**config.mk**
```make
export PLATFORM = sky130hd
export DESIGN_NAME = dtg_ctrl
export DESIGN_NICKNAME = d
export VERILOG_FILES = /design/src/sv/dtg_pkg.sv /design/src/sv/dtg_ctrl.sv
export SDC_FILE = /design/constraint.sdc
export NUM_CORES = 1
export LEC_CHECK = 0
export ABC_AREA = 1
export BUFFER_PORTS_ARGS = -buffer_cell sky130_fd_sc_hd__buf_2
export CAP_MARGIN = 30
export CORE_AREA = 2 2 39 41
export CTS_BUF_LIST = sky130_fd_sc_hd__clkbuf_4
export DETAILED_ROUTE_END_ITERATION = 16
export DIE_AREA = 0 0 41 43
export MAX_ROUTING_LAYER = met4
export PLACE_DENSITY = 0.42
export SLEW_MARGIN = 30
export SYNTH_ARGS = -nofsm -noshare
export SYNTH_HDL_FRONTEND = slang
export SYNTH_SLANG_ARGS = --single-unit
export TNS_END_PERCENT = 5
```
**constraint.sdc**
```tcl
create_clock -name clk -period 1.6 [get_ports clk]
set_clock_uncertainty 0.05 [all_clocks]
set_input_delay 0.32 -clock clk [delete_from_list [all_inputs] [get_ports clk]]
set_output_delay 0.32 -clock clk [all_outputs]
set_load 0.02 [all_outputs]
```
**src/sv/dtg_pkg.sv**
```systemverilog
// Shared types and constants for the dirty tile grid tracker.
// Used by dtg_ctrl, dtg_datapath and dirty_tile_grid_tracker; no dependencies.
`timescale 1ns / 1ps

package dtg_pkg;

    // Default geometry
    localparam int DEF_MAX_COLS = 32;
    localparam int DEF_MAX_ROWS = 64;
    localparam int DEF_TILE_W   = 32;
    localparam int DEF_TILE_H   = 8;

    // Copy commands kept per word; further runs are still processed
    localparam int MAX_RESULTS = 16;
    localparam int CNT_W       = $clog2(MAX_RESULTS + 1);
    localparam int IDX_W       = $clog2(MAX_RESULTS);

    // Field widths
    localparam int REGION_W = 13;
    localparam int ROW_IN_W = 6;
    localparam int FRAME_W  = 31;
    localparam int STAMP_W  = 32;
    localparam int POS_W    = 12;
    localparam int BOX_W    = 14;
    localparam int COLS_W   = 6;
    localparam int ROWS_W   = 7;

    // Signed width for pixel geometry compares (covers every legal tile size)
    localparam int CMP_W = 16;
    // Width for tile count compares (covers grid_rows and MAX_ROWS)
    localparam int GRID_CMP_W = 9;

    // Configuration port
    localparam int CFG_W     = 7;
    localparam int CFG_IDX_W = 1;
    localparam logic [CFG_IDX_W-1:0] REG_GRID_COLS = 1'd0;
    localparam logic [CFG_IDX_W-1:0] REG_GRID_ROWS = 1'd1;
    localparam logic [COLS_W-1:0] GRID_COLS_RESET = 6'd32;
    localparam logic [ROWS_W-1:0] GRID_ROWS_RESET = 7'd64;

    // Item kinds
    localparam logic [1:0] KIND_CLEAR   = 2'd0;
    localparam logic [1:0] KIND_SAVE    = 2'd1;
    localparam logic [1:0] KIND_RESTORE = 2'd2;

    // Empty dirty box
    localparam logic signed [BOX_W-1:0] BOX_EMPTY_MIN = 14'sd8191;
    localparam logic signed [BOX_W-1:0] BOX_EMPTY_MAX = 14'sd0;

    // Controller to datapath commands
    typedef struct packed {
        logic capture;
        logic setup;
        logic walk;
        logic flush;
        logic emit_load;
    } dtg_cmd_t;

    // Datapath to controller status
    typedef struct packed {
        logic walk_needed;
        logic walk_done;
        logic out_free;
        logic emit_last;
    } dtg_sts_t;

endpackage

```
**src/sv/dtg_ctrl.sv**
```systemverilog
// Sequencing state machine for the dirty tile grid tracker.
// Depends on dtg_pkg for the command and status structs.
`timescale 1ns / 1ps

module dtg_ctrl
    import dtg_pkg::*;
(
    input  logic     clk,
    input  logic     rst_n,
    input  logic     in_valid,
    output logic     in_ready,
    input  dtg_sts_t sts,
    output dtg_cmd_t cmd
);

    localparam logic [2:0] ST_IDLE  = 3'd0;
    localparam logic [2:0] ST_SETUP = 3'd1;
    localparam logic [2:0] ST_WALK  = 3'd2;
    localparam logic [2:0] ST_FLUSH = 3'd3;
    localparam logic [2:0] ST_EMIT  = 3'd4;

    logic [2:0] state_reg;
    logic [2:0] state_next;

    // Decode commands from the current state
    always_comb
    begin
        in_ready      = (state_reg == ST_IDLE);
        cmd.capture   = (state_reg == ST_IDLE) && in_valid;
        cmd.setup     = (state_reg == ST_SETUP);
        cmd.walk      = (state_reg == ST_WALK);
        cmd.flush     = (state_reg == ST_FLUSH);
        cmd.emit_load = (state_reg == ST_EMIT) && sts.out_free;
    end

    // Advance through setup, column walk, run flush and result emission
    always_comb
    begin
        state_next = state_reg;
        case (state_reg)
            ST_IDLE:
            begin
                if (in_valid)
                    state_next = ST_SETUP;
            end
            ST_SETUP:
            begin
                state_next = sts.walk_needed ? ST_WALK : ST_EMIT;
            end
            ST_WALK:
            begin
                if (sts.walk_done)
                    state_next = ST_FLUSH;
            end
            ST_FLUSH:
            begin
                state_next = ST_EMIT;
            end
            ST_EMIT:
            begin
                if (sts.out_free && sts.emit_last)
                    state_next = ST_IDLE;
            end
            default:
            begin
                state_next = ST_IDLE;
            end
        endcase
    end

    always_ff @(posedge clk or negedge rst_n)
    begin
        if (!rst_n)
            state_reg <= ST_IDLE;
        else
            state_reg <= state_next;
    end

endmodule

```
== After elaboration in Yosys (flattened, before gate mapping) ==
Cells that the tools add are included.
Cells by class
  reductions and logical operators: 5
  multiplexer cells: 5
  eq/ne operators: 7
Operators by type and width (number)
  3-bit case mux with 5 select lines: 1
  3-bit 2-to-1 mux: 4
  3-bit by 2-bit == test with 1-bit output, second input constant: 2
  2-bit != test, second input constant: 2
  3-bit by 1-bit == test with 1-bit output, second input constant: 1
  3-bit == test, second input constant: 1
  1-bit logical AND: 3
  3-bit logical NOT: 1
  3-bit AND reduction: 1
  2-bit by 1-bit != test with 1-bit output, second input constant: 1
Storage, ports and cells
  input bits: 7
  logic and storage cells: 18
  output and inout bits: 6
  bits in registers: 3

== Longest topological paths before layout ==
Gate-level depths: netlist of the first run.
  word-level depth: 3
  mapped depth: 4

== Least setup slack after synthesis of the first run ==
Ideal clock, no wire load.
  path kind: flip-flop to output port
  start: register state_reg[2]
  end: output port cmd[4] (netlist name)
  cell stages (with the launch flop): 4
  required time: 1230 ps
  path slack: 129 ps
  arrival: 1101 ps
  cells stage by stage: dfrtp_1 > nor2_2 > inv_2 > nor3_1
RTL lines
  from (decl): RTL line dtg_ctrl.sv:22  | logic [2:0] state_reg;
  from (signal assigned): RTL line dtg_ctrl.sv:76  | state_reg <= state_next;
  to (decl): RTL line dtg_ctrl.sv:13  | output dtg_cmd_t cmd

==> flow_summary.json, run 1 <==
{
  "status": "finished, final reports clean",
  "ys_ff_latch": 3,
  "tightest_slew_ns": 0.142,
  "n_antenna_cell": 0,
  "fillCellCount": 162,
  "grt_pass1_wl_um": 772,
  "drc_errors": 0,
  "hold_class": "in -> reg",
  "ctsLongestPathBuffers": 2,
  "synth_xor_area_frac": 0,
  "core_area_um2": 1380,
  "grt_pass1_vias": 206,
  "rows": 14,
  "cpPeakStageDelay_ns": 0.41,
  "ys_seq_area_frac": 0.392,
  "clk_pin_slew_ns": 0.04,
  "die_height_um": 43,
  "ys_types": 13,
  "firstDrtPassIters": 4,
  "regArea_um2": 77.6,
  "ant_nets": 0,
  "synth.avg_cell_area_um2": 6.84,
  "synth_area_leaders": "dfrtp_1 (39%), inv_1 (12%), nand2_1 (7.8%)",
  "period_share": 0.941,
  "synthMuxAreaShare": 0,
  "leakagePower_nw": 0.198,
  "routed_via_density": 3.69,
  "drive_gt1_frac": 0.478,
  "insertion_delay_ns": 0.24,
  "cts_tree": "built",
  "drv_slew": 0,
  "grt_start_max_net_pins": 8,
  "startpoint": "state_reg[0]",
  "die_w_um": 41,
  "die-area_um2": 1760,
  "ys.warnings.count": 0,
  "syn_nets": 35,
  "post_drt_wl_per_cell_um": 8.31,
  "drt-initial-drc-count": 1,
  "critPathTopFamily": "flip-flops",
  "synth_edf_count": 0,
  "initial_core_util": 0.138,
  "multi_input_area_um2": 95.1,
  "routed_wl_um": 515,
  "syn_to_final_growth_pct": 70.6,
  "ys.flop_type": "dfrtp_1",
  "final_net_count": 54,
  "final_core_util": 0.236,
  "end_kind": "output pin",
  "hp-start": "sts[3]",
  "rsz0062_at_grt": "no",
  "critPathArrivalTime_ns": 1.14,
  "cp_max_fo": 3,
  "setup_tns_ns": 0,
  "synth_area_um2": 191,
  "cts_sinks": 3,
  "hold_viol": 0,
  "synthSimpleGateAreaFrac": 0.418,
  "finalCriticalPeriod_ns": 1.51,
  "synthCells": 28,
  "synth_common_cells": "inv_1 (6), nand2_1 (4), nor2_1 (4)",
  "reg2reg_from": "state_reg[0]",
  "relSlewSlack": 0.905,
  "fmax_ghz": 0.664,
  "antenna_found_initial": 0,
  "path_class": "reg -> out",
  "synth_compound_area_frac": 0.0523,
  "drv_cap": 0,
  "yosysMostFrequentCell": "inv_1",
  "synthAdderAreaFrac": 0,
  "required_ns": 1.23,
  "p_per_area_nw_per_um2": 2060,
  "grtUsageTotal": 0.0753,
  "port_buffers": 12,
  "synth_top_cell_by_area": "dfrtp_1",
  "worstSetupStartpointType": "flop",
  "finalSetupViolations": 0,
  "power_mw": 0.672,
  "synth_top_family_by_area": "simple AND/OR/NAND/NOR gates",
  "gp_congestion": 0.686,
  "ioPinCount": 13,
  "htreeDepth": 1,
  "vias": 229,
  "grt-ovfl-total": 0,
  "path_buf_inv": 2,
  "root_buffer": "clkbuf_4",
  "ys_async_sr_fraction": 1.00,
  "cpMaxStageDelayCell": "dfrtp_1",
  "largest_reg_flops": 3,
  "cts_inserted_buffers": 3,
  "max-vdd-ir-drop_mv": 0.538,
  "netlist.area_leader.share": 0.392,
  "cp_cell_sequence": "nor2_4 -> inv_2 -> nor3_1 -> buf_2",
  "hold_slack_ns": 0.286
}
[cell families after synthesis]
logic type             count (synthesis)
AO/OA/AOI/OAI                          2
buffers and inverters                  7
flip-flops                             3
AND/OR/NAND/NOR                       16
[placed cells by master (no fill, tap or decap), drive strengths merged]
master / instances
buf: 13
inv: 7
nor3: 2
o21ai: 2
nand2: 4
dfrtp: 3
clkbuf: 4
nor2: 5
dlygate4sd3: 1
nand3b: 1
nand3: 3
and3: 1
[layout make-up]
cell class                 instances  share of cell area
clock buffer                       4              0.0920
sequential                         3               0.238
inverter                           7              0.0805
tap                               16              0.0613
timing repair buffer              14               0.238
multi-input combinational         18               0.291
[what timing repair did]
| item | CTS | global route |
|---|---|---|
| gates resized for setup | 1 | 2 |
| setup buffers | 0 | 1 |
| endpoints found under the hold margin | 3 | 0 |
| pin swaps | 0 | 1 |
| setup endpoints to repair | 1 | 2 |
| hold buffers | 1 | 0 |
[routing by layer]
layer,vias up,track usage,wire (µm)
li1,121,-,-
met1,91,0.0809,211
met2,12,0.0844,215
met3,5,0.0314,60
met4,0,0.100,28
met5,-,-,0
[through the flow]
| step | std cells | setup slack (ns) | cell area [µm²] |
|---|---|---|---|
| 2_1_floorplan | 28 | 0.129 | 191 |
| 3_3_place_gp | 56 | 0.264 | 272 |
| 3_5_place_dp | 56 | 0.248 | 272 |
| 4_1_cts | 61 | 0.0259 | 317 |
| 5_1_grt | 62 | 0.0179 | 327 |
| 6_report | 62 | 0.0936 | 327 |
[report_power, final]
group | internal (mW) | switching (mW)
sequential | 0.115 | 0.0509
clock | 0.111 | 0.0480
combinational | 0.133 | 0.214
total | 0.359 | 0.313
[tightest hold or removal path, cell delays in order]
cell,delay (ns)
buf_2,0.09
inv_1,0.06
o21ai_1,0.07
[final timing paths]
kind,cells after the start,to,slack [ns]
max in group asynchronous,2,state_reg[2],1.02
min reg2reg,2,state_reg[2],0.54
min,3,state_reg[1],0.29
max reg2reg,5,state_reg[0],0.58
min in group asynchronous,2,state_reg[1],0.36
max,4,cmd[4],0.09
Note: power is estimated with default switching activity, not from simulation.
==> inputs of run 2 (changes only) <==
==> constraint.sdc (replaced) <==
create_clock -name clk -period 1.6 [get_ports clk]
set_clock_uncertainty 0.05 [all_clocks]
set_input_delay 0.08 -clock clk [delete_from_list [all_inputs] [get_ports clk]]
set_output_delay 0.08 -clock clk [all_outputs]
set_load 0.02 [all_outputs]
==> run 2 against run 1 <==
  * Core utilization down 1.1 points
  * Count of clock-buffer cells in the layout unchanged
  * Hold slack worse by 0.23 ns
  * Highest routed layer unchanged
==> flow_summary.json, run 2 (synthesis gave the netlist of run 1 again) <==
{
  "drt-initial-drc-count": 3,
  "rows": 14,
  "required_ns": 1.47,
  "pwr-share-clk": 0.244,
  "initial_core_util": 0.138,
  "setup_tns_ns": 0,
  "multi_input_area_um2": 90.1,
  "relSlewSlack": 0.863,
  "grt_pass1_vias": 212,
  "vias": 222,
  "ctsLongestPathBuffers": 2,
  "hold_end": "state_reg[1]",
  "seq_power_share": 0.248,
  "regArea_um2": 75.1,
  "fillCellCount": 162,
  "drv_slew": 0,
  "hold_class": "in -> reg",
  "p_sw_frac": 0.470,
  "largest_reg_flops": 3,
  "r2r_slack_ns": 0.59,
  "fin_area_um2": 312,
  "routed_via_density": 3.64,
  "cp_max_fo": 5,
  "r2r-end": "state_reg[0]",
  "ant_nets": 0,
  "finalCriticalPeriod_ns": 1.36,
  "cts_setup_buffers": 0,
  "p_per_area_nw_per_um2": 2000,
  "grt_pass1_wl_um": 765,
  "max-vdd-ir-drop_mv": 0.583,
  "post_cts_resized": 0,
  "drive_gt1_frac": 0.422,
  "grt_start_max_net_pins": 8,
  "ioPinCount": 13,
  "status": "finished, final reports clean",
  "end_kind": "output pin",
  "die_height_um": 43,
  "worstSetupStartpointType": "flop",
  "final_cell_mix": "buf_2 (12), inv_1 (6), nor2_1 (4), nand2_1 (4), clkbuf_4 (4)",
  "hold_viol": 0,
  "cts_tree": "built",
  "use_met3": 0.0314,
  "critPathArrivalTime_ns": 1.23,
  "root_buffer": "clkbuf_4",
  "hp-start": "sts[3]",
  "core_area_um2": 1380,
  "mostFrequentLayoutCell": "buf_2",
  "antenna_found_initial": 0,
  "port_buffers": 12,
  "die_w_um": 41,
  "p_sw_mw": 0.293,
  "tightest_slew_ns": 0.205,
  "cpMaxStageDelayCell": "dfrtp_1",
  "combPwrFrac": 0.508,
  "gp_congestion": 0.703,
  "rsz0062_at_grt": "no",
  "routed_wl_um": 486,
  "grtUsageTotal": 0.0742,
  "finalSetupViolations": 0,
  "met1_usage": 0.0774,
  "fmax_ghz": 0.735,
  "p_int_mw": 0.330,
  "met2_usage": 0.0844,
  "die-area_um2": 1760,
  "period_share": 0.851,
  "r2r_cells": 4,
  "drc_errors": 0,
  "busiest_layer": "met4",
  "htreeDepth": 1,
  "drv_cap": 0,
  "dpl.hpwl_um": 383,
  "path_class": "reg -> out",
  "syn_to_final_growth_pct": 62.7,
  "final_net_count": 53,
  "grt-ovfl-total": 0,
  "firstDrtPassIters": 2,
  "cts_sinks": 3,
  "cp_cell_sequence": "nor2_2 -> inv_2 -> nor3_1 -> buf_2",
  "cts_inserted_buffers": 3,
  "reg2reg_from": "state_reg[2]",
  "post_drt_wl_per_cell_um": 7.97,
  "placed_cell_area_um2": 272,
  "cpPeakStageDelay_ns": 0.41,
  "leakagePower_nw": 0.195,
  "clk_pin_slew_ns": 0.04,
  "n_antenna_cell": 0,
  "min_delay_path_depth": 3,
  "insertion_delay_ns": 0.23
}
-- run 2: cell types whose count changed in the layout (fill, tap and decap cells not counted), sizes merged --
cell and delta:
buf -1
-- run 2: through the flow --
stage	worst slack (ns)	hold slack, ns	util	std cells	power, mW
6_report	0.239	0.0540	0.225	61	0.623
5_1_grt	0.113	0.0616	0.225	61	0.689
4_1_cts	0.227	0.0499	0.225	61	0.637
3_5_place_dp	0.483	-0.171	0.196	56	0.475
3_3_place_gp	0.489	-0.171	0.196	56	0.479
2_1_floorplan	0.369	-0.266	-	28	0.377
-- run 2: worst max-delay path by stage --
stage / startpoint / end / slack, ns / cells after the start
after CTS: state_reg[2] / cmd[4] / 0.23 / 4
after global placement: state_reg[2] / cmd[4] / 0.49 / 4
after global routing: state_reg[2] / cmd[4] / 0.11 / 4
after detailed placement: state_reg[2] / cmd[4] / 0.48 / 4
after floorplan: state_reg[2] / cmd[4] / 0.37 / 3
final: state_reg[2] / cmd[4] / 0.24 / 4
-- run 2: critical path: cells and delay by family (launching register included) --
family | cells | cell delay (ns)
flip-flops | 1 | 0.41
buffers and inverters | 2 | 0.24
AND/OR/NAND/NOR | 2 | 0.33
-- run 2: cell type report --
| type | instances | area share |
|---|---|---|
| clock buffers | 4 | 0.0964 |
| inverters | 7 | 0.0843 |
| flip-flops and latches | 3 | 0.241 |
| multi-input cells | 18 | 0.289 |
| repair buffers | 13 | 0.225 |
| well taps | 16 | 0.0643 |
-- run 2: power groups by stage --
stage / Combinational (mW) / Clock, mW / Sequential (mW)
5_1_grt: 0.360 / 0.169 / 0.161
2_1_floorplan: 0.231 / 0 / 0.146
4_1_cts: 0.323 / 0.159 / 0.155
6_report: 0.316 / 0.152 / 0.155
3_3_place_gp: 0.321 / 0 / 0.158
3_5_place_dp: 0.319 / 0 / 0.156
-- run 2: timing repair --
item / 4_1_cts / 5_1_grt
endpoints found under the hold margin: 3 / 0
endpoints found under the setup margin: 0 / 0
hold buffers: 1 / 0
-- run 2: metal layers --
metal | part of all wire | vias up | wire (µm)
li1 | - | 122 | -
met1 | 0.48 | 87 | 234
met2 | 0.39 | 11 | 188
met3 | 0.091 | 2 | 44
met4 | 0.039 | 0 | 19
met5 | 0 | - | 0
==> inputs of run 3 (changes only) <==
--- a/config.mk
+++ b/config.mk
@@ -8,10 +8,10 @@
 export ABC_AREA = 1
 export BUFFER_PORTS_ARGS = -buffer_cell sky130_fd_sc_hd__buf_2
 export CAP_MARGIN = 30
-export CORE_AREA = 2 2 39 41
+export CORE_AREA = 4 4 41 43
 export CTS_BUF_LIST = sky130_fd_sc_hd__clkbuf_4
 export DETAILED_ROUTE_END_ITERATION = 16
-export DIE_AREA = 0 0 41 43
+export DIE_AREA = 0 0 45 47
 export MAX_ROUTING_LAYER = met4
 export PLACE_DENSITY = 0.42
 export SLEW_MARGIN = 30
==> run 3 against run 2 <==
  * Routed wire length grew 2.1%
  * Sequential power is essentially flat
  * Die area grew 20%
  * Fmax grew 0.69%
  * Sequential cell count is the same
==> flow_summary.json, run 3 (synthesis gave the netlist of run 1 again) <==
{
  "grtUsageTotal": 0.0670,
  "grt-ovfl-total": 0,
  "hold_class": "in -> reg",
  "root_buffer": "clkbuf_4",
  "setup_tns_ns": 0,
  "core_area_um2": 1300,
  "port_buffers": 12,
  "drc_errors": 0,
  "path_class": "reg -> out",
  "fmax_ghz": 0.740,
  "routed_wl_um": 496,
  "cpPeakStageDelay_ns": 0.41,
  "grt_pass1_vias": 219,
  "antenna_found_initial": 0,
  "hold_viol": 0,
  "relSlewSlack": 0.856,
  "final_net_count": 53,
  "r2r_slack_ns": 0.59,
  "period_share": 0.845,
  "die-area_um2": 2120,
  "finalSetupViolations": 0,
  "clk_pin_slew_ns": 0.04,
  "gp_congestion": 0.684,
  "grt_start_max_net_pins": 8,
  "combPwrFrac": 0.503,
  "vias": 215,
  "worstSetupStartpointType": "flop",
  "end_kind": "output pin",
  "status": "finished, final reports clean",
  "cts_setup_buffers": 0,
  "p_int_mw": 0.330,
  "finalCriticalPeriod_ns": 1.35,
  "rsz0062_at_grt": "no",
  "largest_reg_flops": 3,
  "reg2reg_from": "state_reg[1]",
  "insertion_delay_ns": 0.24,
  "cts_hold_buffers": 1,
  "firstDrtPassIters": 2,
  "drv_cap": 0,
  "startpoint": "state_reg[2]",
  "initial_core_util": 0.147,
  "ctsLongestPathBuffers": 2,
  "n_antenna_cell": 0,
  "grt_pass1_wl_um": 862,
  "cts_tree": "built",
  "dpl.hpwl_um": 393,
  "final_core_util": 0.238,
  "r2r-end": "state_reg[0]",
  "syn_to_final_growth_pct": 62.1,
  "seq_power_share": 0.250,
  "pwr-share-clk": 0.246,
  "post_drt_wl_per_cell_um": 8.27,
  "max-vdd-ir-drop_mv": 0.646,
  "die_w_um": 45,
  "die_height_um": 47,
  "p_per_area_nw_per_um2": 2010,
  "drive_gt1_frac": 0.422,
  "htreeDepth": 1,
  "p_sw_mw": 0.293,
  "drv_slew": 0,
  "ant_nets": 0,
  "cts_sinks": 3,
  "post_cts_resized": 0,
  "cp_max_fo": 5,
  "setup.worst_path.end": "cmd[4]",
  "min_delay_path_depth": 3,
  "required_ns": 1.47,
  "path_buf_inv": 2,
  "cts_inserted_buffers": 3,
  "r2r_cells": 4,
  "mostFrequentLayoutCell": "buf_2",
  "path_depth": 4,
  "critPathArrivalTime_ns": 1.22,
  "ioPinCount": 13,
  "critPathTopFamily": "flip-flops",
  "drt-initial-drc-count": 2,
  "rows": 13,
  "tightest_slew_ns": 0.216,
  "final_cell_mix": "buf_2 (12), inv_1 (6), nor2_1 (4), nand2_1 (4), clkbuf_4 (4)",
  "p_sw_frac": 0.470,
  "cpMaxStageDelayCell": "dfrtp_1",
  "leakagePower_nw": 0.195,
  "routed_via_density": 3.58,
  "cp_cell_sequence": "nor2_2 -> inv_2 -> nor3_1 -> buf_2"
}
-- run 3: cell counts in the layout (fill, tap and decap cells not counted) --
Identical to the previous run, type by type.
-- run 3: routing by layer --
layer / part of all wire / global-route usage
met5: 0 / -
met2: 0.38 / 0.0678
met1: 0.47 / 0.0778
met3: 0.11 / 0.0460
met4: 0.038 / 0.0702
-- run 3: worst register-to-register path, stage by stage (launching register included) --
cell	delay [ns]
dfrtp_1	0.44
nor2_1	0.15
nand3_1	0.12
nand3_1	0.10
nor2_1	0.04
-- run 3: cell type report --
| type | instances | area, µm² |
|---|---|---|
| multi-input cells | 18 | 90.1 |
| clock buffers | 4 | 30.0 |
| fillers | 160 | 991 |
| well taps | 15 | 18.8 |
| inverters | 7 | 26.3 |
| repair buffers | 13 | 70.1 |
| flip-flops and latches | 3 | 75.1 |
-- run 3: how the worst min path moves through the flow --
stage | startpoint | to | slack, ns
6_report | sts[3] | state_reg[1] | 0.05
3_5_place_dp | rst_n | state_reg[1] | -0.17
5_1_grt | sts[3] | state_reg[1] | 0.07
3_3_place_gp | rst_n | state_reg[1] | -0.17
2_1_floorplan | rst_n | state_reg[0] | -0.27
4_1_cts | sts[3] | state_reg[1] | 0.05
-- run 3: power by group through the flow --
stage | registers [mW] | logic (mW) | clock network (mW)
finish | 0.156 | 0.313 | 0.153
CTS | 0.156 | 0.321 | 0.160
detailed placement | 0.157 | 0.318 | 0
global route | 0.168 | 0.361 | 0.169
floorplan | 0.146 | 0.231 | 0
global placement | 0.157 | 0.323 | 0
-- run 3: through the flow --
| stage | hold slack [ns] | area [µm²] | setup slack (ns) | power, mW | instances |
|---|---|---|---|---|---|
| after CTS | 0.0524 | 310 | 0.225 | 0.637 | 60 |
| after global routing | 0.0657 | 310 | 0.126 | 0.699 | 60 |
| after floorplan | -0.266 | 191 | 0.369 | 0.377 | 28 |
| after global placement | -0.170 | 270 | 0.463 | 0.480 | 55 |
| final | 0.0510 | 310 | 0.248 | 0.623 | 60 |
| after detailed placement | -0.170 | 270 | 0.482 | 0.475 | 55 |
